`src/hdl/psq_pkg.sv`:
```
// Shared types and constants for the positional sequence store.
`default_nettype none

package psq_pkg;

  localparam int DATA_W    = 32;
  localparam int OP_W      = 3;
  localparam int POS_W     = 8;
  localparam int OUT_CNT_W = 5;

  typedef enum logic [OP_W-1:0] {
    OP_APPEND      = 3'd0,
    OP_REMOVE_LAST = 3'd1,
    OP_INSERT      = 3'd2,
    OP_DELETE      = 3'd3,
    OP_DUMP        = 3'd4
  } opcode_t;

  // What a storage cell does at the next clock edge.
  typedef enum logic [2:0] {
    CELL_HOLD,
    CELL_LOAD,
    CELL_FROM_LEFT,
    CELL_FROM_RIGHT,
    CELL_FROM_HEAD
  } cell_cmd_t;

endpackage

`default_nettype wire

```
`src/hdl/psq_if.sv`:
```
// Valid/ready channel interfaces for the operation input and the result output.
`default_nettype none

interface psq_in_if;
  logic                                valid;
  logic                                ready;
  logic [psq_pkg::OP_W-1:0]            opcode;
  logic signed [psq_pkg::DATA_W-1:0]   item_value;
  logic [psq_pkg::POS_W-1:0]           position;

  modport source (output valid, output opcode, output item_value, output position,
                  input ready);
  modport sink   (input valid, input opcode, input item_value, input position,
                  output ready);
endinterface

interface psq_out_if;
  logic                                valid;
  logic                                ready;
  logic                                ok;
  logic signed [psq_pkg::DATA_W-1:0]   element;
  logic                                last;
  logic [psq_pkg::OUT_CNT_W-1:0]       count;

  modport source (output valid, output ok, output element, output last, output count,
                  input ready);
  modport sink   (input valid, input ok, input element, input last, input count,
                  output ready);
endinterface

`default_nettype wire

```
`src/hdl/positional_sequence_store_unit.sv`:
```
// Top level of the positional sequence store: control, counters and the cell chain.
`default_nettype none

// Keeps an ordered list of up to CAPACITY signed 32-bit values in a chain of cells,
// one element per cell, with element 0 in the first cell. Append, remove-last, insert
// and delete each finish with one chain update: the cells shift towards or away from the head in a
// single step, and the single result beat sits in the output register on the next cycle.
// A dump of n elements rotates the chain one place per cycle while the output register is
// free, delivering the head cell as a result beat each time; after n rotations the list is
// back in its original order. A new operation is accepted only when no dump is running and
// the output register is empty or being emptied, so the rate is set by the output register
// and, for dumps, by the chain rotation; a dump of an empty list gives one failed beat.
module positional_sequence_store_unit #(
  parameter int CAPACITY = 16
) (
  input  wire logic clk,
  input  wire logic rst_n,
  psq_in_if.sink    in_ch,
  psq_out_if.source out_ch
);
  import psq_pkg::*;

  localparam int CW    = $clog2(CAPACITY + 1);
  localparam int CMP_W = POS_W + 1;

  typedef enum logic {ST_IDLE, ST_DUMP} state_t;

  state_t                   state_r;
  logic [CW-1:0]            cnt_r;
  logic [CW-1:0]            dump_idx_r;
  logic                     out_valid_r;
  logic                     out_ok_r;
  logic signed [DATA_W-1:0] out_element_r;
  logic                     out_last_r;
  logic [OUT_CNT_W-1:0]     out_count_r;

  logic                     out_free;
  logic                     accept;
  logic                     dump_step;
  logic                     full;
  logic                     empty;
  logic [CMP_W-1:0]         pos_ext;
  logic [CMP_W-1:0]         cnt_ext;
  logic                     app_ok;
  logic                     rem_ok;
  logic                     ins_ok;
  logic                     del_ok;
  logic                     op_ok;
  logic [CW-1:0]            cnt_nxt;
  logic                     dump_last;

  cell_cmd_t                cell_cmd  [CAPACITY];
  logic signed [DATA_W-1:0] cell_data [CAPACITY];

  assign out_free  = !out_valid_r || out_ch.ready;
  assign in_ch.ready = (state_r == ST_IDLE) && out_free;
  assign accept    = in_ch.valid && in_ch.ready;
  assign dump_step = (state_r == ST_DUMP) && out_free;

  assign full    = (cnt_r == CW'(CAPACITY));
  assign empty   = (cnt_r == '0);
  assign pos_ext = CMP_W'(in_ch.position);
  assign cnt_ext = CMP_W'(cnt_r);
  assign app_ok  = !full;
  assign rem_ok  = !empty;
  assign ins_ok  = !full && (pos_ext <= cnt_ext);
  assign del_ok  = (in_ch.position != '0) && (pos_ext <= cnt_ext);
  assign dump_last = ((dump_idx_r + CW'(1)) == cnt_r);

  always_comb begin
    op_ok   = 1'b0;
    cnt_nxt = cnt_r;
    unique case (in_ch.opcode)
      OP_APPEND: begin
        op_ok = app_ok;
        if (app_ok) cnt_nxt = cnt_r + CW'(1);
      end
      OP_REMOVE_LAST: begin
        op_ok = rem_ok;
        if (rem_ok) cnt_nxt = cnt_r - CW'(1);
      end
      OP_INSERT: begin
        op_ok = ins_ok;
        if (ins_ok) cnt_nxt = cnt_r + CW'(1);
      end
      OP_DELETE: begin
        op_ok = del_ok;
        if (del_ok) cnt_nxt = cnt_r - CW'(1);
      end
      default: begin
        op_ok   = 1'b0;
        cnt_nxt = cnt_r;
      end
    endcase
  end

  // Each cell decides its move from its own place in the chain.
  for (genvar i = 0; i < CAPACITY; i++) begin : g_cell
    localparam logic [CMP_W-1:0] IDX  = CMP_W'(i);
    localparam logic [CMP_W-1:0] IDX1 = CMP_W'(i + 1);

    logic signed [DATA_W-1:0] left_value;
    logic signed [DATA_W-1:0] right_value;

    always_comb begin
      cell_cmd[i] = CELL_HOLD;
      if (accept) begin
        unique case (in_ch.opcode)
          OP_APPEND: begin
            if (app_ok && (IDX == cnt_ext)) cell_cmd[i] = CELL_LOAD;
          end
          OP_INSERT: begin
            if (ins_ok) begin
              if (IDX == pos_ext) begin
                cell_cmd[i] = CELL_LOAD;
              end else if ((IDX > pos_ext) && (IDX <= cnt_ext)) begin
                cell_cmd[i] = CELL_FROM_LEFT;
              end
            end
          end
          OP_DELETE: begin
            if (del_ok && (IDX1 >= pos_ext) && (IDX1 < cnt_ext)) begin
              cell_cmd[i] = CELL_FROM_RIGHT;
            end
          end
          default: cell_cmd[i] = CELL_HOLD;
        endcase
      end else if (dump_step) begin
        // Rotate the occupied part of the chain: the head wraps round to the tail.
        if (IDX1 < cnt_ext) begin
          cell_cmd[i] = CELL_FROM_RIGHT;
        end else if (IDX1 == cnt_ext) begin
          cell_cmd[i] = CELL_FROM_HEAD;
        end
      end
    end

    if (i == 0) begin : g_head
      assign left_value = in_ch.item_value;
    end else begin : g_body
      assign left_value = cell_data[i-1];
    end

    if (i == CAPACITY - 1) begin : g_tail
      assign right_value = cell_data[0];
    end else begin : g_inner
      assign right_value = cell_data[i+1];
    end

    psq_cell u_cell (
      .clk         (clk),
      .cmd         (cell_cmd[i]),
      .load_value  (in_ch.item_value),
      .left_value  (left_value),
      .right_value (right_value),
      .head_value  (cell_data[0]),
      .data        (cell_data[i])
    );
  end

  always_ff @(posedge clk) begin
    if (!rst_n) begin
      state_r     <= ST_IDLE;
      cnt_r       <= '0;
      dump_idx_r  <= '0;
      out_valid_r <= 1'b0;
    end else begin
      if (accept) begin
        cnt_r <= cnt_nxt;
        if ((in_ch.opcode == OP_DUMP) && !empty) begin
          state_r     <= ST_DUMP;
          dump_idx_r  <= '0;
          out_valid_r <= 1'b0;
        end else begin
          out_valid_r   <= 1'b1;
          out_ok_r      <= op_ok;
          out_element_r <= '0;
          out_last_r    <= 1'b1;
          out_count_r   <= OUT_CNT_W'(cnt_nxt);
        end
      end else if (dump_step) begin
        out_valid_r   <= 1'b1;
        out_ok_r      <= 1'b1;
        out_element_r <= cell_data[0];
        out_last_r    <= dump_last;
        out_count_r   <= OUT_CNT_W'(cnt_r);
        dump_idx_r    <= dump_idx_r + CW'(1);
        if (dump_last) state_r <= ST_IDLE;
      end else if (out_ch.ready) begin
        out_valid_r <= 1'b0;
      end
    end
  end

  assign out_ch.valid   = out_valid_r;
  assign out_ch.ok      = out_ok_r;
  assign out_ch.element = out_element_r;
  assign out_ch.last    = out_last_r;
  assign out_ch.count   = out_count_r;

  a_cnt_bound: assert property (@(posedge clk) disable iff (!rst_n)
    cnt_r <= CW'(CAPACITY))
    else $error("element count exceeds capacity");

  a_dump_idx: assert property (@(posedge clk) disable iff (!rst_n)
    (state_r == ST_DUMP) |-> (dump_idx_r < cnt_r))
    else $error("dump index ran past the element count");

  a_cnt_only_on_accept: assert property (@(posedge clk) disable iff (!rst_n)
    !accept |=> $stable(cnt_r))
    else $error("element count changed without an accepted beat");

  a_update_result: assert property (@(posedge clk) disable iff (!rst_n)
    (accept && (in_ch.opcode != OP_DUMP)) |=> (out_valid_r && out_last_r))
    else $error("update beat did not produce a final result");

  a_dump_no_accept: assert property (@(posedge clk) disable iff (!rst_n)
    (state_r == ST_DUMP) |-> !accept)
    else $error("operation accepted during a dump");

endmodule

`default_nettype wire

```
`src/hdl/psq_cell.sv`:
```
// One storage cell of the sequence chain: holds one element and can take a neighbour's.
`default_nettype none

module psq_cell (
  input  wire logic                              clk,
  input  wire psq_pkg::cell_cmd_t                cmd,
  input  wire logic signed [psq_pkg::DATA_W-1:0] load_value,
  input  wire logic signed [psq_pkg::DATA_W-1:0] left_value,
  input  wire logic signed [psq_pkg::DATA_W-1:0] right_value,
  input  wire logic signed [psq_pkg::DATA_W-1:0] head_value,
  output logic signed [psq_pkg::DATA_W-1:0]      data
);
  import psq_pkg::*;

  logic signed [DATA_W-1:0] data_r;

  always_ff @(posedge clk) begin
    unique case (cmd)
      CELL_LOAD:       data_r <= load_value;
      CELL_FROM_LEFT:  data_r <= left_value;
      CELL_FROM_RIGHT: data_r <= right_value;
      CELL_FROM_HEAD:  data_r <= head_value;
      default:         data_r <= data_r;
    endcase
  end

  assign data = data_r;

endmodule

`default_nettype wire

```
`src/flat_wrapper.sv`:
```
// flat-port wrapper written by rule: the top's interface ports become plain ports
module positional_sequence_store_unit_flat import psq_pkg::*;
#(
  parameter int CAPACITY = 16
)
  (clk, rst_n, in_ch_valid, in_ch_opcode, in_ch_item_value, in_ch_position, in_ch_ready, out_ch_valid, out_ch_ok, out_ch_element, out_ch_last, out_ch_count, out_ch_ready);
  psq_in_if in_ch_i ();
  psq_out_if out_ch_i ();
  input  wire logic clk;
  input  wire logic rst_n;
  input wire logic [$bits(in_ch_i.valid)-1:0] in_ch_valid;
  input wire logic [$bits(in_ch_i.opcode)-1:0] in_ch_opcode;
  input wire logic [$bits(in_ch_i.item_value)-1:0] in_ch_item_value;
  input wire logic [$bits(in_ch_i.position)-1:0] in_ch_position;
  output wire logic [$bits(in_ch_i.ready)-1:0] in_ch_ready;
  output wire logic [$bits(out_ch_i.valid)-1:0] out_ch_valid;
  output wire logic [$bits(out_ch_i.ok)-1:0] out_ch_ok;
  output wire logic [$bits(out_ch_i.element)-1:0] out_ch_element;
  output wire logic [$bits(out_ch_i.last)-1:0] out_ch_last;
  output wire logic [$bits(out_ch_i.count)-1:0] out_ch_count;
  input wire logic [$bits(out_ch_i.ready)-1:0] out_ch_ready;
  assign in_ch_i.valid = in_ch_valid;
  assign in_ch_i.opcode = in_ch_opcode;
  assign in_ch_i.item_value = in_ch_item_value;
  assign in_ch_i.position = in_ch_position;
  assign in_ch_ready = in_ch_i.ready;
  assign out_ch_valid = out_ch_i.valid;
  assign out_ch_ok = out_ch_i.ok;
  assign out_ch_element = out_ch_i.element;
  assign out_ch_last = out_ch_i.last;
  assign out_ch_count = out_ch_i.count;
  assign out_ch_i.ready = out_ch_ready;
  positional_sequence_store_unit #(.CAPACITY(CAPACITY)) u_core (.clk(clk), .rst_n(rst_n), .in_ch(in_ch_i), .out_ch(out_ch_i));
endmodule
```
`config.mk`:
```
export PLATFORM = sky130hd
export DESIGN_NAME = positional_sequence_store_unit_flat
export DESIGN_NICKNAME = d
export VERILOG_FILES = /design/src/hdl/psq_pkg.sv /design/src/hdl/psq_if.sv /design/src/hdl/positional_sequence_store_unit.sv /design/src/hdl/psq_cell.sv /design/src/flat_wrapper.sv
export SDC_FILE = /design/constraint.sdc
export NUM_CORES = 1
export LEC_CHECK = 0
export BUFFER_PORTS_ARGS = -buffer_cell sky130_fd_sc_hd__clkbuf_2
export CAP_MARGIN = 20
export CORE_MARGIN = 5
export CORE_UTILIZATION = 45
export CTS_CLUSTER_DIAMETER = 50
export DETAILED_ROUTE_END_ITERATION = 16
export SYNTH_ARGS = -nofsm -noshare
export SYNTH_HDL_FRONTEND = slang
export SYNTH_SLANG_ARGS = --single-unit
```
`constraint.sdc`:
```
create_clock -name clk -period 8.15 [get_ports clk]
set_input_delay 2.0375 -clock clk [delete_from_list [all_inputs] [get_ports clk]]
set_output_delay 2.0375 -clock clk [all_outputs]
set_load 0.01 [all_outputs]
```
==> results_dict.tcl <==
set metrics [dict create \
    status "completed" \
    leakage_nw 11.33 \
    synth_area_sq_um 30530 \
    cts_buffers 77 \
    drive_gt1_share_pct 15.15 \
    synth-seq-cells 563 \
    synth_top_area_share_pct 54.19 \
    drc_errors 0 \
    die-height_um 270.5 \
    clock_skew_ns 0.02640 \
    vdd.ir_drop.worst_mv 0.2217 \
    ys_top_cells_by_area "edfxtp_1 (54%), a221o_1 (13%), a22o_1 (8.3%)" \
    drt_iter0_drc 3411 \
    grtUsageTotal_pct 28.03 \
    hold_path_class "reg2reg" \
    slew_headroom_pct 23.18 \
    dr.pass1.iters 6 \
    initial_core_util_pct 45.38 \
    final_cell_mix "edfxtp_1 (551), a221o_1 (385), a22o_1 (290)" \
    multi_input_area_sq_um 12950 \
    wl_um 107200 \
    post_cts_resized 0 \
    fin_crit_sh_pct 70.12 \
    synthAdderAreaFrac_pct 0.4508 \
    core_area_sq_um 67280 \
    gp_congestion 0.9763 \
    die_x_um 270.5 \
    dpl_cell_area_sq_um 31760 \
    clockRootBuffer "clkbuf_16" \
    grt_pass1_vias 23587 \
    synth-compound-area-share_pct 28.42 \
    cap_violations 0 \
    endpoint_kind "register" \
    synthArstFlopShare_pct 0 \
    critPathKind "reg2reg" \
    maxSlewViolCount 0 \
    synth-simple-area-share_pct 10.08 \
    vias 24734 \
    syn_to_final_growth_pct 12.58 \
    synth_largest_area_cell "edfxtp_1" \
    port_buffers 87 \
    synth_seq_area_share_pct 54.98 \
    pin_count 88 \
    vias_per_cell 7.184 \
    worst-path-max-fanout 34 \
    dp_hpwl_um 71310 \
    nFillCells 5880 \
    cts.sinks 563 \
    p_per_area_nw_per_um2 201.4 \
    finalInstanceArea_sq_um 34370 \
    cts_setup_buffers 0 \
    ctsLongestPathBuffers 3 \
    tns_ns 0 \
    synth_fp_nets 2663 \
    drt.antenna.violating_nets 0 \
    setup_viol_count_final 0 \
    wl_per_cell_um 31.14 \
    setup_ws_ns 2.435 \
    grt_max_degree 65 \
    fp-row-count 95 \
    synth_warnings 0 \
    fin_crit_ns 5.715 \
    synth_cells 2605 \
    total_power_w 0.006922 \
    hold_viol_final 0 \
    antenna_found_initial 6 \
    num-nets-final 2565 \
    dp.cells 3297 \
    clk_latency_ns 0.62 \
    yosys.area_share.xor_xnor_pct 0.2869 \
    synth_edf_count 551 \
    dp_slack_ns 1.884 \
    critPathArrivalTime_ns 5.94 \
    cts_max_level 3 \
    synth.avg_cell_area_sq_um 11.72 \
    synth_top_family_by_area "compound AO/OA/AOI/OAI gates" \
    stdcell_count 3443 \
    yosys-mux-area-fraction_pct 1.320 \
    start_kind "register" \
    cts_tree "done" \
    grt_pass1_wl_um 158800 \
    grt-ovfl-total 0 \
    worstMarginPinSlew_ns 1.150 \
    final_common_cell "edfxtp_1" \
    crit_required_ns 8.38 \
    dieArea_sq_um 73160 \
    regArea_sq_um 16790 \
    fmaxAchievable_mhz 175.0 \
    synth_cell_type_count 73 \
    cts_hold_buf 0 \
    clkTransAtPathRegs_ns 0.06 \
    rsz0062_at_grt "false" \
    ys.flop_type "edfxtp_1" \
]
[path summary, 6_finish.rpt]
kind                             start  slack, ns                           endpoint  cells past startpoint
setup / recovery       u_core.cnt_r[1]       2.43  u_core.g_cell[10].u_cell.data[31]                     10
hold / removal    u_core.dump_idx_r[1]       0.51               u_core.dump_idx_r[1]                      2
setup reg to reg       u_core.cnt_r[1]       2.43  u_core.g_cell[10].u_cell.data[31]                     10
hold reg to reg   u_core.dump_idx_r[1]       0.51               u_core.dump_idx_r[1]                      2
[Yosys cell counts (5+ instances only)]
cell / instances
dfxtp_1: 12
or3_1: 16
o21ai_1: 8
inv_1: 10
buf_1: 14
buf_6: 8
o22ai_1: 10
nand2_1: 202
nand3_1: 27
and2_1: 5
nand2b_1: 9
mux2_2: 34
a222oi_1: 8
buf_2: 28
a211o_1: 5
a31oi_1: 67
xnor2_1: 8
ha_1: 11
nor2b_1: 71
nand4_1: 5
nor2_1: 159
o21ai_0: 49
a21oi_1: 35
a22oi_1: 65
and3_1: 40
a221o_1: 385
nor3_1: 87
a221oi_1: 31
clkbuf_1: 277
edfxtp_1: 551
a22o_1: 290
[stage by stage]
| stage | utilization [%] | hold WS [ns] |
|---|---|---|
| after floorplan | - | 0.4651 |
| after global placement | 47.18 | 0.4819 |
| after detailed placement | 47.20 | 0.5023 |
| after CTS | 50.97 | 0.5099 |
| after global routing | 51.09 | 0.5185 |
| final | 51.09 | 0.5132 |
[routing by layer]
layer | up-vias | part of all wire [%] | global-route usage [%]
met5 | - | 0 | 0
met3 | 123 | 12 | 5.919
met1 | 12438 | 45 | 44.21
li1 | 10586 | - | -
met4 | 0 | 1.6 | 6.618
met2 | 1587 | 42 | 39.43
[critical path, stage by stage (launching register included)]
cell      delay [ns]
dfxtp_1         0.99
inv_1           0.38
ha_1            0.48
and4bb_2        0.41
nor3_1          0.58
nand3_1         0.49
nor4_4          0.37
buf_4           0.41
a211o_1         0.16
buf_4           0.33
or3_2           0.68
[cells by family (layout without fill, tap and decap cells)]
group,count (synthesis),after routing
AO/OA/AOI/OAI,999,999
AND/OR/NAND/NOR,648,648
flip-flops,563,563
buffers and inverters,338,301
multiplexers,36,36
adder cells (fa/ha/maj),11,11
XOR/XNOR,10,10
other,0,2
[where the power goes]
part	switching [W]	total, W	internal [W]
clock	0.00139	0.00338	0.00198
sequential	0.0000243	0.00322	0.00319
combinational	0.000194	0.000328	0.000134
[cell type report]
type                            count  area share (%)
Multi-Input combinational cell   1704           37.68
Antenna cell                        2         0.01456
Clock buffer                       91           5.820
Timing Repair Buffer              150           2.810
Inverter                           11          0.1201
Clock inverter                     49           1.547
Tap cell                          873           3.178
Sequential cell                   563           48.83
[registers in the layout, summed over array words and instances, names as in the netlist]
| register | cells |
|---|---|
| u_core.out_ch.valid | 1 |
| u_core.out_ch.ok | 1 |
| u_core.out_ch.count | 5 |
| u_core.g_cell.u_cell.data | 512 |
| u_core.out_ch.last | 1 |
| u_core.dump_idx_r | 5 |
| u_core.cnt_r | 5 |
| u_core.out_ch.element | 32 |
| u_core.state_r | 1 |
Note: power is estimated with default switching activity, not from simulation.
